`config.mk`:
```
export PLATFORM = sky130hd
export DESIGN_NAME = body_to_world_dead_reckoning_core
export DESIGN_NICKNAME = d
export VERILOG_FILES = /design/src/sv/bwdr_pkg.sv /design/src/sv/bwdr_cordic.sv /design/src/sv/body_to_world_dead_reckoning_core.sv
export SDC_FILE = /design/constraint.sdc
export NUM_CORES = 2
export LEC_CHECK = 0
export BUFFER_PORTS_ARGS = -buffer_cell sky130_fd_sc_hd__buf_2
export CAP_MARGIN = 20
export CORE_MARGIN = 10
export CORE_UTILIZATION = 45
export DETAILED_ROUTE_END_ITERATION = 10
export GPL_TIMING_DRIVEN = 1
export HOLD_SLACK_MARGIN = 0.1
export PLACE_DENSITY = 0.6
export SYNTH_ARGS = -nofsm -noshare
export SYNTH_HDL_FRONTEND = slang
export SYNTH_HIERARCHICAL = 1
export SYNTH_SLANG_ARGS = --single-unit
```
`constraint.sdc`:
```
create_clock -name clk -period 20.7 [get_ports clk]
set_input_delay 1.035 -clock clk [delete_from_list [all_inputs] [get_ports clk]]
set_output_delay 1.035 -clock clk [all_outputs]
set_load 0.02 [all_outputs]
```
`src/sv/bwdr_pkg.sv`:
```
// Shared types, constants and lookup functions for the body-to-world dead reckoning block.
package bwdr_pkg;

  // Field widths.
  localparam int YAW_W  = 17;
  localparam int VEL_W  = 16;
  localparam int WVEL_W = 17;
  localparam int HEAD_W = 16;
  localparam int POS_W  = 32;
  localparam int ACC_W  = 48;
  localparam int PER_W  = 16;
  localparam int HGT_W  = 16;
  localparam int T_W    = 18;

  // Default fraction bits of the rotator vector.
  localparam int ANGLE_FRAC_BITS_DEF = 16;

  // Rotator sizing; the angle register holds degrees * 100 * 2^16.
  localparam int CORDIC_STEPS = 20;
  localparam int STEP_W       = 5;
  localparam int ZW           = HEAD_W + 16;
  localparam longint CORDIC_GAIN_Q30 = 64'sd652032874;

  // Angles in hundredths of a degree.
  localparam int FULL_TURN    = 36000;
  localparam int HALF_TURN    = 18000;
  localparam int QUARTER_TURN = 9000;

  localparam logic [PER_W-1:0] PERIOD_RST = 16'd655;

  // Control from the sequencer to the rotator.
  typedef struct packed {
    logic start;
    logic flip;
  } cordic_ctrl_t;

  // Top-level sequencer states.
  typedef enum logic [4:0] {
    ST_IDLE = 5'b00001,
    ST_WRAP = 5'b00010,
    ST_ROT  = 5'b00100,
    ST_MAC  = 5'b01000,
    ST_HOLD = 5'b10000
  } state_t;

  // Passes of the shared multiplier.
  typedef enum logic [2:0] {
    MS_VX_C,
    MS_VY_S,
    MS_VX_S,
    MS_VY_C,
    MS_ACC_Y,
    MS_POS_X,
    MS_WY_P,
    MS_POS_Y
  } mac_step_t;

  // Arctangent of 2^-i in hundredths of a degree times 2^16.
  function automatic logic signed [ZW-1:0] atan_lut(input logic [STEP_W-1:0] idx);
    logic signed [ZW-1:0] r;
    case (idx)
      5'd0:    r = 32'sd294912000;
      5'd1:    r = 32'sd174096719;
      5'd2:    r = 32'sd91987925;
      5'd3:    r = 32'sd46694507;
      5'd4:    r = 32'sd23437865;
      5'd5:    r = 32'sd11730358;
      5'd6:    r = 32'sd5866610;
      5'd7:    r = 32'sd2933485;
      5'd8:    r = 32'sd1466764;
      5'd9:    r = 32'sd733385;
      5'd10:   r = 32'sd366693;
      5'd11:   r = 32'sd183346;
      5'd12:   r = 32'sd91673;
      5'd13:   r = 32'sd45837;
      5'd14:   r = 32'sd22918;
      5'd15:   r = 32'sd11459;
      5'd16:   r = 32'sd5730;
      5'd17:   r = 32'sd2865;
      5'd18:   r = 32'sd1432;
      5'd19:   r = 32'sd716;
      default: r = '0;
    endcase
    return r;
  endfunction

  // Starting X of the rotator: the inverse gain rounded to the given fraction bits.
  function automatic longint cordic_x0(input int frac);
    longint one;
    one = 64'sd1;
    return (CORDIC_GAIN_Q30 + (one << (29 - frac))) >>> (30 - frac);
  endfunction

endpackage

```
`src/sv/bwdr_cordic.sv`:
```
// Iterative CORDIC rotator producing cosine and sine of the folded heading.
module bwdr_cordic #(
  parameter int ANGLE_FRAC_BITS = bwdr_pkg::ANGLE_FRAC_BITS_DEF,
  parameter int XW              = ANGLE_FRAC_BITS + 3
) (
  input  logic                        clk,
  input  logic                        rst,
  input  bwdr_pkg::cordic_ctrl_t      ctrl,
  input  logic signed [bwdr_pkg::HEAD_W-1:0] angle,
  output logic                        done,
  output logic signed [XW-1:0]        cos_out,
  output logic signed [XW-1:0]        sin_out
);
  import bwdr_pkg::*;

  localparam logic signed [XW-1:0] X_INIT = XW'(cordic_x0(ANGLE_FRAC_BITS));

  logic signed [XW-1:0] x;
  logic signed [XW-1:0] y;
  logic signed [ZW-1:0] z;
  logic [STEP_W-1:0]    step;
  logic                 busy;
  logic                 flip;

  logic signed [XW-1:0] dx;
  logic signed [XW-1:0] dy;

  // One micro-rotation per cycle: shifted copies of the other coordinate.
  assign dx = y >>> step;
  assign dy = x >>> step;

  always_ff @(posedge clk) begin
    if (rst) begin
      busy <= 1'b0;
      done <= 1'b0;
    end else begin
      done <= 1'b0;
      if (ctrl.start) begin
        busy <= 1'b1;
      end else if (busy && (step == STEP_W'(CORDIC_STEPS - 1))) begin
        busy <= 1'b0;
        done <= 1'b1;
      end
    end
  end

  // Vector and residual angle registers.
  always_ff @(posedge clk) begin
    if (ctrl.start) begin
      x    <= X_INIT;
      y    <= '0;
      z    <= {angle, 16'd0};
      step <= '0;
      flip <= ctrl.flip;
    end else if (busy) begin
      if (z >= 0) begin
        x <= x - dx;
        y <= y + dy;
        z <= z - atan_lut(step);
      end else begin
        x <= x + dx;
        y <= y - dy;
        z <= z + atan_lut(step);
      end
      step <= step + STEP_W'(1);
    end
  end

  // A heading beyond a right angle was rotated half a turn; undo it by negation.
  assign cos_out = flip ? -x : x;
  assign sin_out = flip ? -y : y;

endmodule

```
`src/sv/body_to_world_dead_reckoning_core.sv`:
```
// Top level: heading wrap, CORDIC rotation, shared multiplier and position integration.
//
//  Channel | Handshake            | Payload
//  --------+----------------------+-----------------------------------------------
//  in      | in_valid / in_ready  | yaw_angle, body_vel_x/y/z, height_cm
//  out     | out_valid / out_ready| world_vel_x/y/z, world_pos_x/y/z, heading_offset
//  cfg     | cfg_wr_en            | cfg_wr_data (sample period)
//
// One sample goes through heading wrap, 20 CORDIC iterations plus a handoff, 8 passes
// through the one shared multiplier and a load of the output register. in_ready is
// high only when the sequencer idles. A finished result waits in the output register,
// so the next sample is taken while out_ready is low. Synchronous reset clears the
// position accumulators and sets the sample period to 655.
module body_to_world_dead_reckoning_core #(
  parameter int ANGLE_FRAC_BITS = bwdr_pkg::ANGLE_FRAC_BITS_DEF
) (
  input  logic                                clk,
  input  logic                                rst,
  input  logic                                in_valid,
  output logic                                in_ready,
  input  logic signed [bwdr_pkg::YAW_W-1:0]   yaw_angle,
  input  logic signed [bwdr_pkg::VEL_W-1:0]   body_vel_x,
  input  logic signed [bwdr_pkg::VEL_W-1:0]   body_vel_y,
  input  logic signed [bwdr_pkg::VEL_W-1:0]   body_vel_z,
  input  logic        [bwdr_pkg::HGT_W-1:0]   height_cm,
  output logic                                out_valid,
  input  logic                                out_ready,
  output logic signed [bwdr_pkg::WVEL_W-1:0]  world_vel_x,
  output logic signed [bwdr_pkg::WVEL_W-1:0]  world_vel_y,
  output logic signed [bwdr_pkg::VEL_W-1:0]   world_vel_z,
  output logic signed [bwdr_pkg::POS_W-1:0]   world_pos_x,
  output logic signed [bwdr_pkg::POS_W-1:0]   world_pos_y,
  output logic        [bwdr_pkg::HGT_W-1:0]   world_pos_z,
  output logic signed [bwdr_pkg::HEAD_W-1:0]  heading_offset,
  input  logic                                cfg_wr_en,
  input  logic        [bwdr_pkg::PER_W-1:0]   cfg_wr_data
);
  import bwdr_pkg::*;

  localparam int XW = ANGLE_FRAC_BITS + 3;
  localparam int BW = (XW > PER_W + 1) ? XW : PER_W + 1;
  localparam int PW = WVEL_W + BW;
  localparam int AW = PW + 1;

  localparam logic signed [T_W-1:0]    TURN_T    = T_W'(FULL_TURN);
  localparam logic signed [T_W-1:0]    HALF_T    = T_W'(HALF_TURN);
  localparam logic signed [T_W-1:0]    QUARTER_T = T_W'(QUARTER_TURN);
  localparam logic signed [HEAD_W-1:0] HALF_H    = HEAD_W'(HALF_TURN);
  localparam logic signed [HEAD_W-1:0] QUARTER_H = HEAD_W'(QUARTER_TURN);

  localparam logic signed [AW-1:0] RND_HALF = AW'(longint'(1) << (ANGLE_FRAC_BITS - 1));
  localparam logic signed [AW-1:0] WV_MAX   = AW'(65535);
  localparam logic signed [AW-1:0] WV_MIN   = -AW'(65536);

  localparam logic signed [ACC_W-1:0] P32_MAX = ACC_W'(64'sd2147483647);
  localparam logic signed [ACC_W-1:0] P32_MIN = -ACC_W'(64'sd2147483648);

  state_t    state;
  mac_step_t step;

  logic signed [T_W-1:0]    t;
  logic signed [HEAD_W-1:0] head;
  logic signed [VEL_W-1:0]  vx;
  logic signed [VEL_W-1:0]  vy;
  logic signed [VEL_W-1:0]  vz;
  logic        [HGT_W-1:0]  hgt;
  logic        [PER_W-1:0]  period;

  logic signed [PW-1:0]     prod;
  logic signed [AW-1:0]     acc;
  logic signed [WVEL_W-1:0] wx;
  logic signed [WVEL_W-1:0] wy;
  logic signed [ACC_W-1:0]  pos_x;
  logic signed [ACC_W-1:0]  pos_y;

  logic signed [XW-1:0]     cos_v;
  logic signed [XW-1:0]     sin_v;
  logic                     rot_done;
  cordic_ctrl_t             cctrl;

  logic signed [T_W-1:0]    head_full;
  logic signed [HEAD_W-1:0] head_w;
  logic signed [HEAD_W-1:0] cdeg;
  logic                     wrap_done;

  logic signed [WVEL_W-1:0] op_a;
  logic signed [BW-1:0]     op_b;
  logic signed [AW-1:0]     prod_ext;
  logic signed [AW-1:0]     rsum;
  logic signed [AW-1:0]     rq;
  logic signed [WVEL_W-1:0] wv_sat;
  logic signed [ACC_W:0]    psum;
  logic signed [ACC_W-1:0]  pos_sel;
  logic signed [ACC_W-1:0]  pos_sat;
  logic                     load_out;

  assign in_ready = (state == ST_IDLE);

  // Heading and fold into the half plane the rotator covers.
  assign wrap_done = (state == ST_WRAP) && (t >= 0) && (t < TURN_T);
  assign head_full = t - HALF_T;
  assign head_w    = head_full[HEAD_W-1:0];

  always_comb begin
    cctrl.start = wrap_done;
    cctrl.flip  = 1'b0;
    cdeg        = head_w;
    if (head_w > QUARTER_H) begin
      cdeg       = head_w - HALF_H;
      cctrl.flip = 1'b1;
    end else if (head_w < -QUARTER_H) begin
      cdeg       = head_w + HALF_H;
      cctrl.flip = 1'b1;
    end
  end

  bwdr_cordic #(
    .ANGLE_FRAC_BITS (ANGLE_FRAC_BITS),
    .XW              (XW)
  ) u_cordic (
    .clk     (clk),
    .rst     (rst),
    .ctrl    (cctrl),
    .angle   (cdeg),
    .done    (rot_done),
    .cos_out (cos_v),
    .sin_out (sin_v)
  );

  // Operand select for the shared multiplier.
  always_comb begin
    op_a = '0;
    op_b = '0;
    case (step)
      MS_VX_C: begin
        op_a = WVEL_W'(vx);
        op_b = BW'(cos_v);
      end
      MS_VY_S: begin
        op_a = WVEL_W'(vy);
        op_b = BW'(sin_v);
      end
      MS_VX_S: begin
        op_a = WVEL_W'(vx);
        op_b = BW'(sin_v);
      end
      MS_VY_C: begin
        op_a = WVEL_W'(vy);
        op_b = BW'(cos_v);
      end
      MS_ACC_Y: begin
        op_a = wx;
        op_b = BW'(period);
      end
      MS_WY_P: begin
        op_a = wy;
        op_b = BW'(period);
      end
      default: begin
        op_a = '0;
        op_b = '0;
      end
    endcase
  end

  // Round half up to whole cm/s and saturate to the output width.
  assign prod_ext = AW'(prod);
  assign rsum     = acc + RND_HALF;
  assign rq       = rsum >>> ANGLE_FRAC_BITS;

  always_comb begin
    if (rq > WV_MAX) begin
      wv_sat = WVEL_W'(WV_MAX);
    end else if (rq < WV_MIN) begin
      wv_sat = WVEL_W'(WV_MIN);
    end else begin
      wv_sat = rq[WVEL_W-1:0];
    end
  end

  // Saturating add of the period product into the selected accumulator.
  assign pos_sel = (step == MS_POS_X) ? pos_x : pos_y;
  assign psum    = {pos_sel[ACC_W-1], pos_sel} + (ACC_W+1)'(prod);

  always_comb begin
    if (psum[ACC_W] != psum[ACC_W-1]) begin
      pos_sat = psum[ACC_W] ? {1'b1, {(ACC_W-1){1'b0}}} : {1'b0, {(ACC_W-1){1'b1}}};
    end else begin
      pos_sat = psum[ACC_W-1:0];
    end
  end

  // Position output in 1/256 cm, clamped to 32 bits.
  function automatic logic signed [POS_W-1:0] pos_out(input logic signed [ACC_W-1:0] p);
    logic signed [ACC_W-1:0] sh;
    logic signed [POS_W-1:0] r;
    sh = p >>> 8;
    if (sh > P32_MAX) begin
      r = POS_W'(P32_MAX);
    end else if (sh < P32_MIN) begin
      r = POS_W'(P32_MIN);
    end else begin
      r = sh[POS_W-1:0];
    end
    return r;
  endfunction

  assign load_out = (state == ST_HOLD) && (!out_valid || out_ready);

  // Sequencer and control registers.
  always_ff @(posedge clk) begin
    if (rst) begin
      state  <= ST_IDLE;
      step   <= MS_VX_C;
      period <= PERIOD_RST;
      pos_x  <= '0;
      pos_y  <= '0;
    end else begin
      if (cfg_wr_en) begin
        period <= cfg_wr_data;
      end
      case (state)
        ST_IDLE: begin
          if (in_valid) begin
            state <= ST_WRAP;
          end
        end
        ST_WRAP: begin
          if (wrap_done) begin
            state <= ST_ROT;
          end
        end
        ST_ROT: begin
          if (rot_done) begin
            state <= ST_MAC;
            step  <= MS_VX_C;
          end
        end
        ST_MAC: begin
          step <= mac_step_t'(step + 3'd1);
          if (step == MS_POS_X) begin
            pos_x <= pos_sat;
          end
          if (step == MS_POS_Y) begin
            pos_y <= pos_sat;
            state <= ST_HOLD;
          end
        end
        ST_HOLD: begin
          if (load_out) begin
            state <= ST_IDLE;
          end
        end
        default: begin
          state <= ST_IDLE;
        end
      endcase
    end
  end

  // Sample capture and heading wrap, one correction per cycle.
  always_ff @(posedge clk) begin
    if (in_valid && in_ready) begin
      t   <= {yaw_angle[YAW_W-1], yaw_angle} + QUARTER_T;
      vx  <= body_vel_x;
      vy  <= body_vel_y;
      vz  <= body_vel_z;
      hgt <= height_cm;
    end else if (state == ST_WRAP) begin
      if (t < 0) begin
        t <= t + TURN_T;
      end else if (t >= TURN_T) begin
        t <= t - TURN_T;
      end else begin
        head <= head_w;
      end
    end
  end

  // Multiplier pipeline register and rotation sums.
  always_ff @(posedge clk) begin
    if (state == ST_MAC) begin
      prod <= op_a * op_b;
      case (step)
        MS_VY_S:  acc <= prod_ext;
        MS_VX_S:  acc <= acc + prod_ext;
        MS_VY_C: begin
          wx  <= wv_sat;
          acc <= -prod_ext;
        end
        MS_ACC_Y: acc <= acc + prod_ext;
        MS_POS_X: wy  <= wv_sat;
        default:  acc <= acc;
      endcase
    end
  end

  // Output register.
  always_ff @(posedge clk) begin
    if (rst) begin
      out_valid <= 1'b0;
    end else if (load_out) begin
      out_valid <= 1'b1;
    end else if (out_ready) begin
      out_valid <= 1'b0;
    end
  end

  always_ff @(posedge clk) begin
    if (load_out) begin
      world_vel_x    <= wx;
      world_vel_y    <= wy;
      world_vel_z    <= vz;
      world_pos_x    <= pos_out(pos_x);
      world_pos_y    <= pos_out(pos_y);
      world_pos_z    <= hgt;
      heading_offset <= head;
    end
  end

endmodule

```
# Word-level counts from Yosys, hierarchy flattened
# Memories as Yosys holds them, arrays and structs flattened. A register that Yosys moved wholly into a read port is not among the register bits.
# Index checks and enable logic that the tools add are counted.
[totals]
register_bits = 550
romBits = 1856
input_bits = 102
output_inout_bits = 148
elab_cells = 168
memories = 2
[classes]
n_addsub = 20
n_mul = 1
order_cmp = 13
n_eq_ne = 19
n_shift = 2
muxes = 47
bitwise = 3
n_reduce_logical = 30
[mem_list]
columns = ["memory", "words", "word_bits", "rd", "rd_clocked_by_memory_dff", "wr", "line", "text"]
rows = [
  ["(name not given)", 32, 29, 1, 1, 0, "bwdr_pkg.sv:61", "case (idx)"],
  ["(name not given)", 32, 29, 1, 1, 0, "bwdr_pkg.sv:61", ""],
]
[ops]
columns = ["cell", "count"]
rows = [
  ["$mux 32", 11],
  ["$mux 48", 3],
  ["$pmux 37 s3", 1],
  ["$gt 40x32->1 const B", 2],
  ["$lt 40x32->1 const B", 2],
  ["$mux 19", 4],
  ["$mux 18", 4],
  ["$pmux 17 s4", 1],
  ["$pmux 19 s3", 1],
  ["$add 48x36->49", 1],
  ["$mux 5", 9],
  ["$add 19x19->19", 2],
  ["$neg 19->19", 2],
  ["$sshr 19x5->19", 2],
  ["$sub 19x19->19", 2],
  ["$add 37x17->37 const B", 1],
  ["$add 37x36->37", 1],
  ["$neg 36->37", 1],
  ["$mul 17x19->36", 1],
  ["$mux 17", 2],
  ["$add 32x32->32", 1],
  ["$ge 32x1->1 const B", 1],
  ["$mux 16", 2],
  ["$sub 16x16->16 const B", 2],
  ["other kinds (41)", 76],
]

# Logic depth before layout (Yosys ltp)
[logic_depth]
ltp_word = 8
ltp_mapped = 35

# Modules after synthesis
# Netlist, hierarchy kept.
[modules_own_cells]
columns = ["mod", "n_inst", "cells_per_inst", "area_each_um2", "seq_area_each_um2"]
rows = [
  ["body_to_world_dead_reckoning_core", 1, 3629, 36278.5, 12962.4],
  ["bwdr_cordic", 1, 1482, 11623.6, 2312.2],
]

# Worst setup path after synthesis
# OpenSTA, ideal clock, no wires.
[synth_path]
path_kind = "reg-to-reg"
start = "register step[2] (netlist name)"
end = "register prod[35] (data pin)"
arrival_ns = 8.536
required_time_ns = 20.435
setup_slack_ns = 11.899
stages_incl_launch_ff = 32
n_path_buf = 5
synth_period_minus_slack_ns = 8.801
cell_sequence = "dfxtp_1 > clkbuf_1 > clkinv_1 > clkbuf_1 > ha_1 > clkbuf_1 > a21o_1 > clkbuf_1 > a221oi_1 > clkbuf_1 > nor2_1 > fa_1 > inv_1 > fa_1 > fa_1 > inv_1 > fa_1 > fa_1 > inv_1 > fa_1 > inv_1 > ha_1 > and4_1 > nand2_1 > a2111oi_0 > o221ai_1 > o41ai_1 > o21ai_1 > o21ai_1 > o21ai_1 > a21oi_1 > a31oi_1"
[synth_lines]
columns = ["item", "line", "text"]
rows = [
  ["end signal, assigned", "body_to_world_dead_reckoning_core.sv:283", "prod <= op_a * op_b;"],
  ["end, declared", "body_to_world_dead_reckoning_core.sv:69", "logic signed [PW-1:0] prod;"],
]

==> impl_metrics.env <==
export IMPL_cts_buffer_depth=3
export IMPL_cts_made_buffers=71
export IMPL_layout_commonest_cell="nor2_1"
export IMPL_ant_nets=0
export IMPL_synth_simple_gate_area_frac=0.147
export IMPL_rows=119
export IMPL_netlist_instances=5111
export IMPL_synth_top_family_by_area="adder cells"
export IMPL_core_um2=106000
export IMPL_wire_per_inst_um=21.6
export IMPL_yosysSeqAreaShare=0.319
export IMPL_grt_overflow_total=0
export IMPL_synthArstFlopShare=0
export IMPL_layout_drive_gt1_share=0.115
export IMPL_cts_sinks=579
export IMPL_status="completed"
export IMPL_grt_pass1_wl_um=223000
export IMPL_syn_nets=5817
export IMPL_avgSynthCellArea_um2=9.37
export IMPL_layout_nets=5954
export IMPL_synth_main_ff_cell="edfxtp_1"
export IMPL_postCtsSetupBuffers=0
export IMPL_synth_seq_cells=579
export IMPL_netlist_top_cells_area="edfxtp_1, fa_1, dfxtp_1"
export IMPL_mostFrequentLayoutCells="nor2_1, nand2_1, inv_1"
export IMPL_finalWirelength_um=145000
export IMPL_slew_violations=0
export IMPL_fill_cells=9897
export IMPL_clk_pin_slew_ns=0.06
export IMPL_relSlewSlack=0.271
export IMPL_fin_setup_tns_ns=0
export IMPL_cts_resized=0
export IMPL_muxShareOfSynthArea=0.0443
export IMPL_required_ns=21.10
export IMPL_synth_edf_count=368
export IMPL_path_buf_inv=6
export IMPL_die_h_um=346
export IMPL_post_route_period_util=0.487
export IMPL_slowest_stage="a221oi_2"
export IMPL_area_growth_pct=10.4
export IMPL_worstSkewPairLatency_ns=0.66
export IMPL_vias_per_cell=5.74
export IMPL_grt_setup_unrepaired="false"
export IMPL_grt_pass1_vias=37691
export IMPL_fin_crit_ns=10.09
export IMPL_yosys_area_top_type_share=0.231
export IMPL_worstMarginPinSlew_ns=1.09
export IMPL_path_class="reg2reg"
export IMPL_synth_xor_area_frac=0.0616
export IMPL_vias=38466
export IMPL_synth_area_leader_cell="edfxtp_1"
export IMPL_netlist_area_um2=47900
export IMPL_antenna_found_initial=1
export IMPL_min_path_type="reg2reg"
export IMPL_io_pins=250
export IMPL_cts_tree="built"
export IMPL_htree_levels=3
export IMPL_cp_end_kind="register"
export IMPL_grt_total_usage=0.234
export IMPL_max_freq_mhz=99.1
export IMPL_grt_max_degree=68
export IMPL_cap_violations=0
export IMPL_synth_compound_area_frac=0.158
export IMPL_worst_path_dominant_cell_family="adder cells"
export IMPL_numPortBuffers=249
export IMPL_diodes=0
export IMPL_crit_path_max_fanout=20
export IMPL_start_kind="register"
export IMPL_start_util=0.454
export IMPL_cts_root_buffer="clkbuf_16"
export IMPL_synthAdderAreaFrac=0.211
export IMPL_dp_hpwl_um=111000
export IMPL_finClkSkew_ns=0.0333
export IMPL_gp_congestion=0.959
export IMPL_drc_errors=0
export IMPL_first_pass_iters=6
export IMPL_ctsHoldBuffers=0
export IMPL_yosys_warnings=6
export IMPL_max_stage_delay_ns=0.85
export IMPL_synth_cell_type_count=109
export IMPL_crit_path_frequent_cell="fa_1"
export IMPL_timing_final_hold_violations=0
export IMPL_die_area_um2=120000
export IMPL_drt_first_iter_violations=2948
export IMPL_worstPathArrival_ns=10.48
export IMPL_finalSetupViolCount=0
export IMPL_fp_dieW_um=346
==> state kept, by name, indices dropped and copies added, names as in the netlist, 16 cells and up, named ones only <==
name / cells
vy: 16
world_vel_y: 17
world_pos_x: 32
prod: 36
head: 16
t: 18
hgt: 16
wy: 17
world_pos_y: 32
world_pos_z: 16
period: 16
u_cordic/x: 19
acc: 37
vx: 16
u_cordic/y: 19
u_cordic/z: 32
heading_offset: 16
vz: 16
world_vel_z: 16
pos_y: 48
wx: 17
pos_x: 48
world_vel_x: 17
==> final timing paths <==
path | start | to | slack [ns] | cells past startpoint
setup reg to reg | step[2] | prod[35] | 10.61 | 27
setup / recovery | step[2] | prod[35] | 10.61 | 27
hold reg to reg | vz[12] | world_vel_z[12] | 0.42 | 0
hold / removal | vz[12] | world_vel_z[12] | 0.42 | 0
==> cells by family after synthesis <==
group / count (synthesis)
AOI/OAI and AO/OA: 1163
xor gates and xnor gates: 337
adders and majority gates: 610
buffers and inverters: 727
DFF: 579
muxes: 162
and+or+nand+nor: 1533
==> per-stage QoR <==
step	cell area (um2)	utilization	hold WS [ns]	cells	worst slack, ns
3_3_place_gp	50400	0.478	0.400	6563	10.91
2_1_floorplan	47900	-	0.400	5111	11.90
5_1_grt	52900	0.501	0.424	6698	9.99
4_1_cts	52800	0.501	0.418	6696	10.69
6_report	52900	0.501	0.416	6698	10.61
3_5_place_dp	50500	0.478	0.405	6564	10.73
==> per-layer routing <==
layer | track usage | vias to the layer above | wire (um)
met1 | 0.317 | 18840 | 63500
met4 | 0.0641 | 0 | 3830
li1 | - | 18079 | -
met3 | 0.0427 | 225 | 10200
met5 | 0 | - | 0
met2 | 0.382 | 1322 | 67100
==> cell type report <==
class / instances / area, um2 / area share
Clock buffer: 88 / 1920 / 0.0364
Multi-Input combinational cell: 3805 / 29900 / 0.566
Timing Repair Buffer: 311 / 1750 / 0.0331
Inverter: 480 / 1800 / 0.0341
Clock inverter: 44 / 440 / 0.00833
Tap cell: 1391 / 1740 / 0.0329
Sequential cell: 579 / 15300 / 0.289
==> Yosys cell counts, types with 34 or more instances <==
cell type    n
nor2_1     545
nand2_1    473
inv_1      471
edfxtp_1   368
fa_1       331
o21ai_0    307
ha_1       273
a21oi_1    259
dfxtp_1    211
clkbuf_1   194
xnor2_1    184
xor2_1     153
a21o_1     126
nand3_1     73
nor3_1      72
mux2i_1     69
mux2_2      60
a22oi_1     58
nand2b_1    52
nor2b_1     42
o31ai_1     41
or3_1       40
and2_1      39
nand4_1     35
a31oi_1     34
o21a_1      34
Power is not shown: default switching activity piles up to over one toggle a cycle in this logic, so the estimate is an artifact.
